==> config.mk <==
export PLATFORM = sky130hd
export DESIGN_NAME = current_window_monitor_flat
export DESIGN_NICKNAME = d
export VERILOG_FILES = /design/src/hw/rtl/cwm_pkg.sv /design/src/hw/rtl/cwm_if.sv /design/src/hw/rtl/current_window_monitor.sv /design/src/hw/rtl/cwm_accum.sv /design/src/flat_wrapper.sv
export SDC_FILE = /design/constraint.sdc
export NUM_CORES = 1
export LEC_CHECK = 0
export BUFFER_PORTS_ARGS = -buffer_cell sky130_fd_sc_hd__buf_2
export CAP_MARGIN = 10
export CORE_UTILIZATION = 65
export CTS_CLUSTER_DIAMETER = 100
export DETAILED_ROUTE_END_ITERATION = 10
export PLACE_DENSITY = 0.83
export SYNTH_ARGS = -nofsm -noshare
export SYNTH_HDL_FRONTEND = slang
export SYNTH_SLANG_ARGS = --single-unit
==> constraint.sdc <==
create_clock -name clk -period 11.5 [get_ports clk]
set_clock_uncertainty 0.05 [all_clocks]
set_input_delay 0 -clock clk [delete_from_list [all_inputs] [get_ports clk]]
set_output_delay 0 -clock clk [all_outputs]
set_load 0.1 [all_outputs]
==> src/hw/rtl/cwm_pkg.sv <==
// shared constants, codes, types and the output scaling function of the current window monitor
package cwm_pkg;

	// field and register widths
	localparam int unsigned SAMPLE_W  = 10;
	localparam int unsigned SUM_W     = 14;
	localparam int unsigned VALUE_W   = 10;
	localparam int unsigned BUDGET_W  = 8;
	localparam int unsigned CODE_W    = 2;
	localparam int unsigned IDX_W     = 3;
	localparam int unsigned DATA_W    = 10;
	localparam int unsigned SCALE_W   = 20;

	// default words per averaging group
	localparam int unsigned GROUP_SIZE_DEF = 10;

	// full scale of the adc and of the scaled output
	localparam logic [VALUE_W-1:0] ADC_MAX   = 10'd1023;
	localparam logic [SCALE_W-1:0] OUT_SCALE = 20'd1000;

	// register reset values
	localparam logic [VALUE_W-1:0] HIGH_RESET = 10'd50;
	localparam logic [VALUE_W-1:0] LOW_RESET  = 10'd10;

	// configuration register indexes
	typedef enum logic [IDX_W-1:0] {
		REG_OFFSET = 3'd0,
		REG_AUTO   = 3'd1,
		REG_BUDGET = 3'd2,
		REG_HIGH   = 3'd3,
		REG_LOW    = 3'd4
	} reg_idx_t;

	// direction of the group average relative to the offset
	typedef enum logic [CODE_W-1:0] {
		DIR_ZERO  = 2'd0,
		DIR_BELOW = 2'd1,
		DIR_ABOVE = 2'd2
	} dir_t;

	// measurement status carried with each result
	typedef enum logic [CODE_W-1:0] {
		ST_RUNNING  = 2'd0,
		ST_FAULT    = 2'd1,
		ST_FINISHED = 2'd2
	} status_t;

	// control flags that travel down the pipeline with each word
	typedef struct packed {
		logic restart;
		logic stop;
		logic grp;
	} tok_t;

	// floor(d * 1000 / 1023): divide by 2^10 - 1 through a folded shift
	function automatic logic [VALUE_W-1:0] scale_dist(input logic [VALUE_W-1:0] d);
		logic [SCALE_W-1:0] x;
		logic [SCALE_W-1:0] y;
		x = SCALE_W'(d) * OUT_SCALE;
		y = x + (x >> VALUE_W) + SCALE_W'(1);
		return y[SCALE_W-1:VALUE_W];
	endfunction

endpackage

==> src/hw/rtl/cwm_if.sv <==
// stream interfaces for sample words in and result words out
interface cwm_in_if;
	logic                          valid;
	logic                          ready;
	logic [cwm_pkg::SAMPLE_W-1:0]  sample;
	logic                          restart;
	logic                          stop;

	modport source (output valid, sample, restart, stop, input ready);
	modport sink (input valid, sample, restart, stop, output ready);
endinterface

interface cwm_out_if;
	logic                          valid;
	logic                          ready;
	logic [cwm_pkg::VALUE_W-1:0]   present_value;
	logic [cwm_pkg::VALUE_W-1:0]   near_extreme;
	logic [cwm_pkg::VALUE_W-1:0]   far_extreme;
	logic [cwm_pkg::CODE_W-1:0]    direction;
	logic [cwm_pkg::CODE_W-1:0]    status;

	modport source (output valid, present_value, near_extreme, far_extreme, direction, status,
		input ready);
	modport sink (input valid, present_value, near_extreme, far_extreme, direction, status,
		output ready);
endinterface

==> src/hw/rtl/current_window_monitor.sv <==
// top level of the current window monitor: registers, extremes, scaling and status
// One sample word can be accepted every clock cycle unless a result left waiting at the output
// holds the whole pipeline; input ready follows output ready while a result is pending. Until
// the run ends, every GROUP_SIZE words (stop words excluded) form a group whose floor average
// yields one result word, and a stop word one of its own. A result reaches the output register
// through four stages: accumulate, reciprocal-multiply average, running extremes and offset
// distances, then scaling by 1000/1023 with the window and countdown check. The user must
// write configuration through the plain write port while no word is in flight; not enforced.
module current_window_monitor #(
	parameter int unsigned GROUP_SIZE = cwm_pkg::GROUP_SIZE_DEF
) (
	input  logic                         clk,
	input  logic                         arst_n,
	cwm_in_if.sink                       samples,
	cwm_out_if.source                    results,
	input  logic                         wr_en,
	input  logic [cwm_pkg::IDX_W-1:0]    wr_index,
	input  logic [cwm_pkg::DATA_W-1:0]   wr_data
);

	logic                          adv;
	logic                          take;

	logic [cwm_pkg::VALUE_W-1:0]   offset_q;
	logic                          auto_q;
	logic [cwm_pkg::BUDGET_W-1:0]  budget_q;
	logic [cwm_pkg::VALUE_W-1:0]   high_q;
	logic [cwm_pkg::VALUE_W-1:0]   low_q;

	logic                          v_s2;
	cwm_pkg::tok_t                 tok_s2;
	logic [cwm_pkg::VALUE_W-1:0]   avg_s2;

	logic [cwm_pkg::VALUE_W-1:0]   lo_q;
	logic [cwm_pkg::VALUE_W-1:0]   hi_q;
	logic [cwm_pkg::VALUE_W-1:0]   lo_base;
	logic [cwm_pkg::VALUE_W-1:0]   hi_base;
	logic [cwm_pkg::VALUE_W-1:0]   lo_new;
	logic [cwm_pkg::VALUE_W-1:0]   hi_new;
	cwm_pkg::dir_t                 dir_c;
	logic [cwm_pkg::VALUE_W-1:0]   pres_d;
	logic [cwm_pkg::VALUE_W-1:0]   near_d;
	logic [cwm_pkg::VALUE_W-1:0]   far_d;

	logic                          v_s3;
	cwm_pkg::tok_t                 tok_s3;
	cwm_pkg::dir_t                 dir_s3;
	logic [cwm_pkg::VALUE_W-1:0]   pres_d_s3;
	logic [cwm_pkg::VALUE_W-1:0]   near_d_s3;
	logic [cwm_pkg::VALUE_W-1:0]   far_d_s3;

	logic [cwm_pkg::VALUE_W-1:0]   pres_sc;
	logic [cwm_pkg::VALUE_W-1:0]   near_sc;
	logic [cwm_pkg::VALUE_W-1:0]   far_sc;
	logic                          ended_q;
	logic [cwm_pkg::BUDGET_W-1:0]  left_q;
	logic                          e_base;
	logic [cwm_pkg::BUDGET_W-1:0]  left_base;
	logic                          emit;
	cwm_pkg::status_t              stat_c;
	logic                          end_nxt;
	logic [cwm_pkg::BUDGET_W-1:0]  left_nxt;

	logic                          res_valid_q;
	logic [cwm_pkg::VALUE_W-1:0]   res_pres_q;
	logic [cwm_pkg::VALUE_W-1:0]   res_near_q;
	logic [cwm_pkg::VALUE_W-1:0]   res_far_q;
	cwm_pkg::dir_t                 res_dir_q;
	cwm_pkg::status_t              res_stat_q;

	// whole pipeline moves unless a result is held at the output
	assign adv           = !res_valid_q || results.ready;
	assign take          = samples.valid && adv;
	assign samples.ready = adv;

	// configuration registers
	always_ff @(posedge clk or negedge arst_n) begin
		if (!arst_n) begin
			offset_q <= '0;
			auto_q   <= 1'b0;
			budget_q <= '0;
			high_q   <= cwm_pkg::HIGH_RESET;
			low_q    <= cwm_pkg::LOW_RESET;
		end else if (wr_en) begin
			unique case (cwm_pkg::reg_idx_t'(wr_index))
				cwm_pkg::REG_OFFSET: offset_q <= wr_data[cwm_pkg::VALUE_W-1:0];
				cwm_pkg::REG_AUTO:   auto_q   <= wr_data[0];
				cwm_pkg::REG_BUDGET: budget_q <= wr_data[cwm_pkg::BUDGET_W-1:0];
				cwm_pkg::REG_HIGH:   high_q   <= wr_data[cwm_pkg::VALUE_W-1:0];
				cwm_pkg::REG_LOW:    low_q    <= wr_data[cwm_pkg::VALUE_W-1:0];
				default: ;
			endcase
		end
	end

	// accumulate and average
	cwm_accum #(
		.GROUP_SIZE (GROUP_SIZE)
	) u_accum (
		.clk     (clk),
		.arst_n  (arst_n),
		.adv     (adv),
		.take    (take),
		.sample  (samples.sample),
		.restart (samples.restart),
		.stop    (samples.stop),
		.v_s2    (v_s2),
		.tok_s2  (tok_s2),
		.avg_s2  (avg_s2)
	);

	// running extremes, then distances from the offset
	always_comb begin
		lo_base = tok_s2.restart ? cwm_pkg::ADC_MAX : lo_q;
		hi_base = tok_s2.restart ? '0 : hi_q;
		lo_new  = (tok_s2.grp && (avg_s2 < lo_base)) ? avg_s2 : lo_base;
		hi_new  = (tok_s2.grp && (avg_s2 > hi_base)) ? avg_s2 : hi_base;
		if (offset_q > avg_s2) begin
			dir_c  = cwm_pkg::DIR_BELOW;
			pres_d = offset_q - avg_s2;
			near_d = (offset_q > hi_new) ? offset_q - hi_new : '0;
			far_d  = (offset_q > lo_new) ? offset_q - lo_new : '0;
		end else if (avg_s2 > offset_q) begin
			dir_c  = cwm_pkg::DIR_ABOVE;
			pres_d = avg_s2 - offset_q;
			near_d = (lo_new > offset_q) ? lo_new - offset_q : '0;
			far_d  = (hi_new > offset_q) ? hi_new - offset_q : '0;
		end else begin
			dir_c  = cwm_pkg::DIR_ZERO;
			pres_d = '0;
			near_d = '0;
			far_d  = '0;
		end
	end

	// scaling, window check and countdown
	always_comb begin
		pres_sc   = cwm_pkg::scale_dist(pres_d_s3);
		near_sc   = cwm_pkg::scale_dist(near_d_s3);
		far_sc    = cwm_pkg::scale_dist(far_d_s3);
		e_base    = tok_s3.restart ? 1'b0 : ended_q;
		left_base = tok_s3.restart ? budget_q : left_q;
		emit      = 1'b0;
		stat_c    = cwm_pkg::ST_RUNNING;
		end_nxt   = e_base;
		left_nxt  = left_base;
		priority if (e_base) begin
			emit = 1'b0;
		end else if (tok_s3.stop) begin
			emit    = 1'b1;
			stat_c  = cwm_pkg::ST_FINISHED;
			end_nxt = 1'b1;
		end else if (tok_s3.grp) begin
			emit = 1'b1;
			if (auto_q) begin
				priority if ((far_sc > high_q) || (far_sc < low_q)) begin
					stat_c  = cwm_pkg::ST_FAULT;
					end_nxt = 1'b1;
				end else if (left_base != '0) begin
					left_nxt = left_base - cwm_pkg::BUDGET_W'(1);
				end else begin
					stat_c  = cwm_pkg::ST_FINISHED;
					end_nxt = 1'b1;
				end
			end
		end
	end

	// control state of the later stages
	always_ff @(posedge clk or negedge arst_n) begin
		if (!arst_n) begin
			lo_q        <= cwm_pkg::ADC_MAX;
			hi_q        <= '0;
			v_s3        <= 1'b0;
			ended_q     <= 1'b0;
			left_q      <= '0;
			res_valid_q <= 1'b0;
		end else if (adv) begin
			if (v_s2) begin
				lo_q <= lo_new;
				hi_q <= hi_new;
			end
			v_s3 <= v_s2;
			if (v_s3) begin
				ended_q <= end_nxt;
				left_q  <= left_nxt;
			end
			res_valid_q <= v_s3 && emit;
		end
	end

	// stage and result payload
	always_ff @(posedge clk) begin
		if (adv) begin
			tok_s3    <= tok_s2;
			dir_s3    <= dir_c;
			pres_d_s3 <= pres_d;
			near_d_s3 <= near_d;
			far_d_s3  <= far_d;
			if (tok_s3.stop) begin
				res_pres_q <= '0;
				res_near_q <= '0;
				res_far_q  <= '0;
				res_dir_q  <= cwm_pkg::DIR_ZERO;
			end else begin
				res_pres_q <= pres_sc;
				res_near_q <= near_sc;
				res_far_q  <= far_sc;
				res_dir_q  <= dir_s3;
			end
			res_stat_q <= stat_c;
		end
	end

	// result word
	assign results.valid         = res_valid_q;
	assign results.present_value = res_pres_q;
	assign results.near_extreme  = res_near_q;
	assign results.far_extreme   = res_far_q;
	assign results.direction     = res_dir_q;
	assign results.status        = res_stat_q;

`ifndef SYNTHESIS
	// scaled values stay within output full scale
	a_full_scale: assert property (@(posedge clk) disable iff (!arst_n)
		results.valid |-> (results.present_value <= 10'd1000) &&
			(results.near_extreme <= 10'd1000) && (results.far_extreme <= 10'd1000))
		else $error("scaled value above full scale");

	// average on the offset gives zero distances
	a_zero_dir: assert property (@(posedge clk) disable iff (!arst_n)
		results.valid && (results.direction == cwm_pkg::DIR_ZERO) |->
			(results.present_value == '0) && (results.near_extreme == '0) &&
			(results.far_extreme == '0))
		else $error("non-zero distance with zero direction");

	// near extreme never lies beyond the far extreme
	a_near_far: assert property (@(posedge clk) disable iff (!arst_n)
		results.valid |-> results.near_extreme <= results.far_extreme)
		else $error("near extreme above far extreme");

	// window faults only in auto mode
	a_fault_auto: assert property (@(posedge clk) disable iff (!arst_n)
		results.valid && !auto_q |-> results.status != cwm_pkg::ST_FAULT)
		else $error("fault status with auto mode off");
`endif

endmodule

==> src/hw/rtl/cwm_accum.sv <==
// group accumulator and reciprocal-multiply averaging stages
module cwm_accum #(
	parameter int unsigned GROUP_SIZE = cwm_pkg::GROUP_SIZE_DEF
) (
	input  logic                          clk,
	input  logic                          arst_n,
	input  logic                          adv,
	input  logic                          take,
	input  logic [cwm_pkg::SAMPLE_W-1:0]  sample,
	input  logic                          restart,
	input  logic                          stop,
	output logic                          v_s2,
	output cwm_pkg::tok_t                 tok_s2,
	output logic [cwm_pkg::VALUE_W-1:0]   avg_s2
);

	localparam int unsigned CNT_W      = $clog2(GROUP_SIZE + 1);
	localparam int unsigned DIV_SHIFT  = cwm_pkg::SUM_W + 5;
	localparam int unsigned DIV_MUL_W  = DIV_SHIFT + 1;
	localparam logic [DIV_MUL_W-1:0] DIV_MUL =
		DIV_MUL_W'((2 ** DIV_SHIFT + GROUP_SIZE - 1) / GROUP_SIZE);
	localparam int unsigned PROD_W     = cwm_pkg::SUM_W + DIV_MUL_W;
	localparam int unsigned QUO_W      = PROD_W - DIV_SHIFT;

	logic [cwm_pkg::SUM_W-1:0]   sum_q;
	logic [CNT_W-1:0]            cnt_q;
	logic [cwm_pkg::SUM_W-1:0]   base_sum;
	logic [CNT_W-1:0]            base_cnt;
	logic [cwm_pkg::SUM_W-1:0]   acc_sum;
	logic [CNT_W-1:0]            acc_cnt;
	logic                        done;
	logic                        v_s1;
	cwm_pkg::tok_t               tok_s1;
	logic [cwm_pkg::SUM_W-1:0]   sum_s1;
	logic [PROD_W-1:0]           prod;
	logic [QUO_W-1:0]            quo;
	logic [cwm_pkg::VALUE_W-1:0] avg_div;

	// running sum of the group, cleared first on restart
	always_comb begin
		base_sum = restart ? '0 : sum_q;
		base_cnt = restart ? '0 : cnt_q;
		acc_sum  = base_sum + cwm_pkg::SUM_W'(sample);
		acc_cnt  = base_cnt + CNT_W'(1);
		done     = !stop && (acc_cnt == CNT_W'(GROUP_SIZE));
	end

	// floor division by the group size through an exact reciprocal, clamped to adc range
	always_comb begin
		prod = PROD_W'(sum_s1) * PROD_W'(DIV_MUL);
		quo  = prod[PROD_W-1:DIV_SHIFT];
		if (quo > QUO_W'(cwm_pkg::ADC_MAX)) begin
			avg_div = cwm_pkg::ADC_MAX;
		end else begin
			avg_div = quo[cwm_pkg::VALUE_W-1:0];
		end
	end

	// accumulator state and stage valids
	always_ff @(posedge clk or negedge arst_n) begin
		if (!arst_n) begin
			sum_q <= '0;
			cnt_q <= '0;
			v_s1  <= 1'b0;
			v_s2  <= 1'b0;
		end else begin
			if (take) begin
				if (stop) begin
					sum_q <= base_sum;
					cnt_q <= base_cnt;
				end else if (done) begin
					sum_q <= '0;
					cnt_q <= '0;
				end else begin
					sum_q <= acc_sum;
					cnt_q <= acc_cnt;
				end
			end
			if (adv) begin
				v_s1 <= take;
				v_s2 <= v_s1;
			end
		end
	end

	// pipeline payload
	always_ff @(posedge clk) begin
		if (adv) begin
			tok_s1.restart <= restart;
			tok_s1.stop    <= stop;
			tok_s1.grp     <= done;
			sum_s1         <= acc_sum;
			tok_s2         <= tok_s1;
			avg_s2         <= avg_div;
		end
	end

`ifndef SYNTHESIS
	// the stored count never reaches a full group
	a_cnt_bound: assert property (@(posedge clk) disable iff (!arst_n)
		cnt_q < CNT_W'(GROUP_SIZE))
		else $error("group count out of range");

	// a stop word never closes a group
	a_stop_no_grp: assert property (@(posedge clk) disable iff (!arst_n)
		v_s1 |-> !(tok_s1.stop && tok_s1.grp))
		else $error("stop word marked as group end");

	// a stop word without restart leaves the sum untouched
	a_stop_hold: assert property (@(posedge clk) disable iff (!arst_n)
		take && stop && !restart |=> sum_q == $past(sum_q))
		else $error("stop word changed the group sum");
`endif

endmodule

==> src/flat_wrapper.sv <==
// flat-port wrapper written by rule: the top's interface ports become plain ports
module current_window_monitor_flat 
#(
	parameter int unsigned GROUP_SIZE = cwm_pkg::GROUP_SIZE_DEF
)
  (clk, arst_n, wr_en, wr_index, wr_data, samples_valid, samples_sample, samples_restart, samples_stop, samples_ready, results_valid, results_present_value, results_near_extreme, results_far_extreme, results_direction, results_status, results_ready);
  cwm_in_if samples_i ();
  cwm_out_if results_i ();
  input  logic clk;
  input  logic arst_n;
  input  logic wr_en;
  input  logic [cwm_pkg::IDX_W-1:0] wr_index;
  input  logic [cwm_pkg::DATA_W-1:0] wr_data;
  input wire logic [$bits(samples_i.valid)-1:0] samples_valid;
  input wire logic [$bits(samples_i.sample)-1:0] samples_sample;
  input wire logic [$bits(samples_i.restart)-1:0] samples_restart;
  input wire logic [$bits(samples_i.stop)-1:0] samples_stop;
  output wire logic [$bits(samples_i.ready)-1:0] samples_ready;
  output wire logic [$bits(results_i.valid)-1:0] results_valid;
  output wire logic [$bits(results_i.present_value)-1:0] results_present_value;
  output wire logic [$bits(results_i.near_extreme)-1:0] results_near_extreme;
  output wire logic [$bits(results_i.far_extreme)-1:0] results_far_extreme;
  output wire logic [$bits(results_i.direction)-1:0] results_direction;
  output wire logic [$bits(results_i.status)-1:0] results_status;
  input wire logic [$bits(results_i.ready)-1:0] results_ready;
  assign samples_i.valid = samples_valid;
  assign samples_i.sample = samples_sample;
  assign samples_i.restart = samples_restart;
  assign samples_i.stop = samples_stop;
  assign samples_ready = samples_i.ready;
  assign results_valid = results_i.valid;
  assign results_present_value = results_i.present_value;
  assign results_near_extreme = results_i.near_extreme;
  assign results_far_extreme = results_i.far_extreme;
  assign results_direction = results_i.direction;
  assign results_status = results_i.status;
  assign results_i.ready = results_ready;
  current_window_monitor #(.GROUP_SIZE(GROUP_SIZE)) u_core (.clk(clk), .arst_n(arst_n), .samples(samples_i), .results(results_i), .wr_en(wr_en), .wr_index(wr_index), .wr_data(wr_data));
endmodule
; ---- Word-level counts from Yosys, hierarchy flattened
; Index checks and enable logic that the tools add are counted.
[totals]
register_bits = 189
input_bits = 30
out_inout_bits = 36
word_cells = 135
[op_classes]
addsub = 15
mul = 4
n_lt_le_gt_ge = 11
n_eq_ne = 5
muxes = 43
bitwise = 2
n_reduce_logical = 19
[ops]
columns = op, n
row1 = $mux 10, 14
row2 = $gt 10x10->1, 8
row3 = $add 20x1->20 const B, 3
row4 = $add 20x10->20, 3
row5 = $sub 10x10->10, 6
row6 = $mux 8, 7
row7 = $mul 10x7->17 const B, 3
row8 = $mux 14, 3
row9 = $mul 14x16->30 const B, 1
row10 = $lt 10x10->1, 2
row11 = $add 14x10->14, 1
row12 = $reduce_and 2->1, 7
row13 = $mux 2, 6
row14 = $mux 4, 3
row15 = $gt 11x10->1 const B, 1
row16 = $mux 1, 10
row17 = $reduce_bool 8->1, 1
row18 = $sub 8x1->8 const B, 1
row19 = $eq 3x2->1 const B, 2
row20 = $logic_and 1x1->1, 5
row21 = $add 4x1->4 const B, 1
row22 = $eq 4x4->1 const B, 1
row23 = $reduce_or 4->1, 1
row24 = $eq 3x1->1 const B, 1
row25 = 5 further kinds, 8

; ---- Logic depth before layout (Yosys ltp)
[logic_depth]
depth_word = 10
ltp_mapped = 39

; ---- Cells and area by module
; A second synthesis with hierarchy kept.
[hier_totals]
cells_unflattened = 2146
area_unflattened_um2 = 21122.8
[by_module_without_submodules]
columns = mod, instances, cells_per_inst, area_each_um2, seq_area_each_um2
row1 = current_window_monitor, 1, 1605, 15362.2, 3842.4
row2 = cwm_accum, 1, 541, 5760.5, 1401.3

; ---- Least setup slack after synthesis
; No wires, ideal clock.
[synth_timing]
path_type = register to register
startpoint = register u_core.far_d_s3[5] (netlist bit)
endpoint = register u_core.res_stat_q[1], in the netlist u_core.results.status[1], data pin
t_arrival_ps = 7806
t_required_ps = 11185
setup_slack_ps = 3379
path_stages_with_launch = 38
n_path_buf = 2
synth_period_minus_slack_ps = 8121
path_cell_list = edfxtp_1 inv_1 fa_1 fa_1 inv_1 fa_1 inv_1 fa_1 inv_1 ha_1 buf_6 a21o_1 a21o_1 o31a_1 o21ai_0 a21oi_1 a21o_1 a21oi_1 [... 2 more ...] ha_1 nand2_1 a211oi_4 o211a_2 o211ai_4 xnor2_1 ha_1 a21o_1 a21o_1 a21o_1 a2111oi_0 a21oi_1 nand2_1 nand3_1 o31a_4 buf_6 nand4_1 a21oi_1
[synth_between]
elab_chain_cells = 9
elab_cells_between_ends = 10
cone_classes = add/sub: 2 / mul: 1 / order compare: 2 / mux: 4 / reduce/logical: 1
[synth_lines]
columns = element, line
row1 = start: declaration, current_window_monitor.sv:50  ; logic [cwm_pkg::VALUE_W-1:0] far_d_s3;
row2 = start signal: assignment, current_window_monitor.sv:199  ; far_d_s3 <= far_d;
row3 = $mul 10x7->17 *, cwm_pkg.sv:59  ; x = SCALE_W'(d) * OUT_SCALE;
row4 = $add 20x10->20 *, cwm_pkg.sv:60  ; y = x + (x >> VALUE_W) + SCALE_W'(1);
row5 = $add 20x1->20 *, cwm_pkg.sv:60
row6 = named net u_core.far_sc (one bit), current_window_monitor.sv:54  ; logic [cwm_pkg::VALUE_W-1:0] far_sc;
row7 = $gt 10x10->1 / $lt 10x10->1 (equally long branches), current_window_monitor.sv:156  ; priority if ((far_sc > high_q) || (far_sc < low_q)) begin
row8 = $logic_or 1x1->1 *, current_window_monitor.sv:156
row9 = $mux 2 *, current_window_monitor.sv:156
row10 = $mux 2 *, current_window_monitor.sv:155  ; if (auto_q) begin
row11 = $mux 2 *, current_window_monitor.sv:153  ; end else if (tok_s3.grp) begin
row12 = $mux 2 *, current_window_monitor.sv:149  ; end else if (tok_s3.stop) begin
row13 = end signal: assignment, current_window_monitor.sv:211  ; res_stat_q <= stat_c;
row14 = end: declaration, current_window_monitor.sv:69  ; cwm_pkg::status_t res_stat_q;
; The timed path passes the listed nets; every way through them passes the cells marked *.
; A chain may end at the register's enable or synchronous reset.

; ---- Worst setup path after layout
[layout_timing]
startpoint = register u_core.far_d_s3[2] (netlist bit)
endpoint = register u_core.left_q[0] (netlist bit)
[layout_between]
elab_chain_cells = 10
elab_cells_between_ends = 11
cone_classes = add/sub: 2 / mul: 1 / order compare: 2 / mux: 5 / reduce/logical: 1
[layout_lines]
columns = element, line
row1 = $mul 10x7->17 *, cwm_pkg.sv:59
row2 = $add 20x10->20 *, cwm_pkg.sv:60
row3 = $add 20x1->20 *, cwm_pkg.sv:60
row4 = named net u_core.far_sc (one bit), current_window_monitor.sv:54
row5 = $gt 10x10->1 / $lt 10x10->1 (equally long branches), current_window_monitor.sv:156
row6 = $logic_or 1x1->1 *, current_window_monitor.sv:156
row7 = $mux 8 *, current_window_monitor.sv:156
row8 = $mux 8 *, current_window_monitor.sv:155
row9 = $mux 8 *, current_window_monitor.sv:153
row10 = $mux 8 *, current_window_monitor.sv:149
row11 = $mux 8 *, current_window_monitor.sv:147  ; priority if (e_base) begin
row12 = end signal: assignment, current_window_monitor.sv:186  ; left_q <= left_nxt;
row13 = end: declaration, current_window_monitor.sv:56  ; logic [cwm_pkg::BUDGET_W-1:0] left_q;
; Marked as above.

==> reports/qor.csv <==
metric,value,unit
drive_gt1_frac,0.0918,
crit_required,11.82,ns
grt-ovfl-total,0,
h-tree-depth,4,
drcViolationCount,0,
async_reset_ff_frac,0.476,
endpoint,u_core.left_q[0]$_DFFE_PN0P_,
cts_sinks,189,
ys_types,95,
final.period_utilization,0.788,
hold_viol_final,0,
crit_start,u_core.far_d_s3[2]$_DFFE_PN_,
rows,65,
rsz0062_at_grt,false,
viasPerCell,6.08,
fmax,0.110,GHz
clock_latency,0.47,ns
worstHoldPathType,input pin to flip-flop,
yosysMostFrequentCell,ha_1,
synth-seq-cells,189,
crit-reg2reg-launch,u_core.far_d_s3[2]$_DFFE_PN_,
core,31600,µm²
clockBufferDepth,2,
grt_pass1_wl,79900,µm
grt_max_degree,72,
synth-main-ff-cell,edfxtp_1,
die_x,181,µm
synth_top_cells_by_count,"354 x ha_1, 305 x inv_1, 151 x fa_1",
drtIter0Drc,1043,
synth-edff-count,99,
cp_top_family,compound AO/OA/AOI/OAI gates,
port_buffers,65,
place_ws,2.67,ns
crit_path_top_delay_cell,fa_1,
finalMaxSlewViolations,0,
worst_hold_slack,0.0205,ns
syn_area,20900,µm²
outcome,"finished, final reports clean",
dpl.cell_count,2536,
synthTopCellsByArea,"ha_1 21%, fa_1 14%, edfxtp_1 14%",
synth_top_cell_area_share,0.212,
antenna_left,0,
worst_slack,2.44,ns
cts-root-buf,clkbuf_16,
ctsResizeCount,0,
worst_path_most_repeated_cell,inv_1,
cts_tree,built,
start_util,0.661,
yosysTopAreaCell,ha_1,
antenna_found_initial,0,
syn_area_per_cell,9.89,µm²
dieArea,32800,µm²
r2r_slack,2.44,ns
fillers,2321,
synth_cells,2108,
synth-seq-area-share,0.251,
path_max_fanout,14,
r2r-end,u_core.left_q[0]$_DFFE_PN0P_,
worstRegToRegCells,37,
finalWirelength,48000,µm
critical_path_depth,37,
gp_congestion,0.980,
critPathLaunchType,flip-flop,
syn-num-nets,2643,
critPathKind,flip-flop to flip-flop,
fin_nets,2712,
vias,15800,
period_needed,9.06,ns
drv_cap,0,
setup_violations,0,
critPathBufInv,5,
firstDrtPassIters,8,
die_y,181,µm
setup_tns,0,ns
cpPeakStageDelay,0.54,ns
worstPathArrival,9.38,ns
worst_pin_slew,1.22,ns
path_clk_slew,0.08,ns
syn2layout_area_growth,7.53,%
num_io_pins,66,
endpoint_kind,flip-flop,
hpwl,37500,µm
yosys_warnings,0,
numCtsBuffers,17,
fin_cells,2592,
max-slew-margin-rel,0.180,
grt_pass1_vias,16200,
grt_usage,0.305,
wire_per_inst,18.5,µm
n_antenna_cell,0,
==> stage by stage <==
step | utilization | area [µm²]
6_report | 0.711 | 22400
3_5_place_dp | 0.683 | 21600
4_1_cts | 0.710 | 22400
3_3_place_gp | 0.683 | 21600
2_1_floorplan | - | 20900
5_1_grt | 0.711 | 22400
==> cell families after synthesis <==
family / after synthesis / share of synthesized area
XOR/XNOR: 100 / 0.0424
AND/OR/NAND/NOR: 471 / 0.113
flip-flops: 189 / 0.251
AO/OA/AOI/OAI: 439 / 0.143
multiplexers: 54 / 0.0285
buffers and inverters: 350 / 0.0640
adder cells (fa/ha/maj): 505 / 0.357
==> tightest hold or removal path, delay by kind of cell <==
family | cells | cell delay, ns
xor+xnor | 1 | 0.16
fa+ha+maj | 1 | 0.17
buf+inv | 1 | 0.08
==> area by class of cell <==
class | count | area [µm²] | share of cell area
clock buffers | 20 | 479 | 0.0214
well taps | 402 | 503 | 0.0224
multi-input cells | 1569 | 14300 | 0.637
flip-flops and latches | 189 | 5240 | 0.234
clock inverters | 12 | 140 | 0.00625
repair buffers | 95 | 626 | 0.0279
inverters | 305 | 1140 | 0.0511
==> what timing repair did <==
item	4_1_cts	5_1_grt
hold buffers	22	0
setup buffers	0	0
endpoints found under the hold margin	71	0
==> layout by cell type (no fill, tap or decap), types with 48 or more instances in the layout <==
| master | netlist | routed |
|---|---|---|
| fa_1 | 151 | 151 |
| a21o_1 | 48 | 48 |
| a21oi_1 | 79 | 79 |
| inv_1 | 305 | 305 |
| nor2_1 | 111 | 111 |
| o21ai_0 | 118 | 118 |
| xnor2_1 | 69 | 69 |
| edfxtp_1 | 99 | 99 |
| buf_2 | 5 | 64 |
| dfrtp_1 | 75 | 75 |
| ha_1 | 354 | 354 |
| nand2_1 | 127 | 127 |
==> metal layers <==
layer	GRT usage	up-vias	wire [µm]
li1	-	7430	-
met1	0.393	7701	20500
met2	0.526	514	23900
met3	0.0387	114	2150
met4	0.110	0	1440
met5	0	-	0
==> state kept, by name (all words and copies together) (netlist names), 4 cells and up <==
| signal | cells |
|---|---|
| u_core.budget_q | 8 |
| u_core.far_d_s3 | 10 |
| u_core.hi_q | 10 |
| u_core.high_q | 10 |
| u_core.left_q | 8 |
| u_core.lo_q | 10 |
| u_core.low_q | 10 |
| u_core.near_d_s3 | 10 |
| u_core.offset_q | 10 |
| u_core.pres_d_s3 | 10 |
| u_core.results.far_extreme | 10 |
| u_core.results.near_extreme | 10 |
| u_core.results.present_value | 10 |
| u_core.u_accum.avg_s2 | 10 |
| u_core.u_accum.cnt_q | 4 |
| u_core.u_accum.sum_q | 14 |
| u_core.u_accum.sum_s1 | 14 |
==> how the worst min path moves through the flow <==
| stage | from | end | slack (ns) | cells after the start |
|---|---|---|---|---|
| floorplan | arst_n | u_core.auto_q$_DFFE_PN0P_ | -0.35 | 0 |
| global placement | arst_n | u_core.low_q[2]$_DFFE_PN0P_ | -0.15 | 1 |
| detailed placement | arst_n | u_core.low_q[2]$_DFFE_PN0P_ | -0.15 | 1 |
| CTS | arst_n | u_core.low_q[3]$_DFFE_PN1P_ | 0.004 | 2 |
| global route | arst_n | u_core.low_q[3]$_DFFE_PN1P_ | 0.04 | 2 |
| finish | samples_sample[5] | u_core.u_accum.sum_s1[5]$_DFFE_PN_ | 0.02 | 3 |
Power is not shown: default switching activity piles up to over one toggle a cycle in this logic, so the estimate is an artifact.
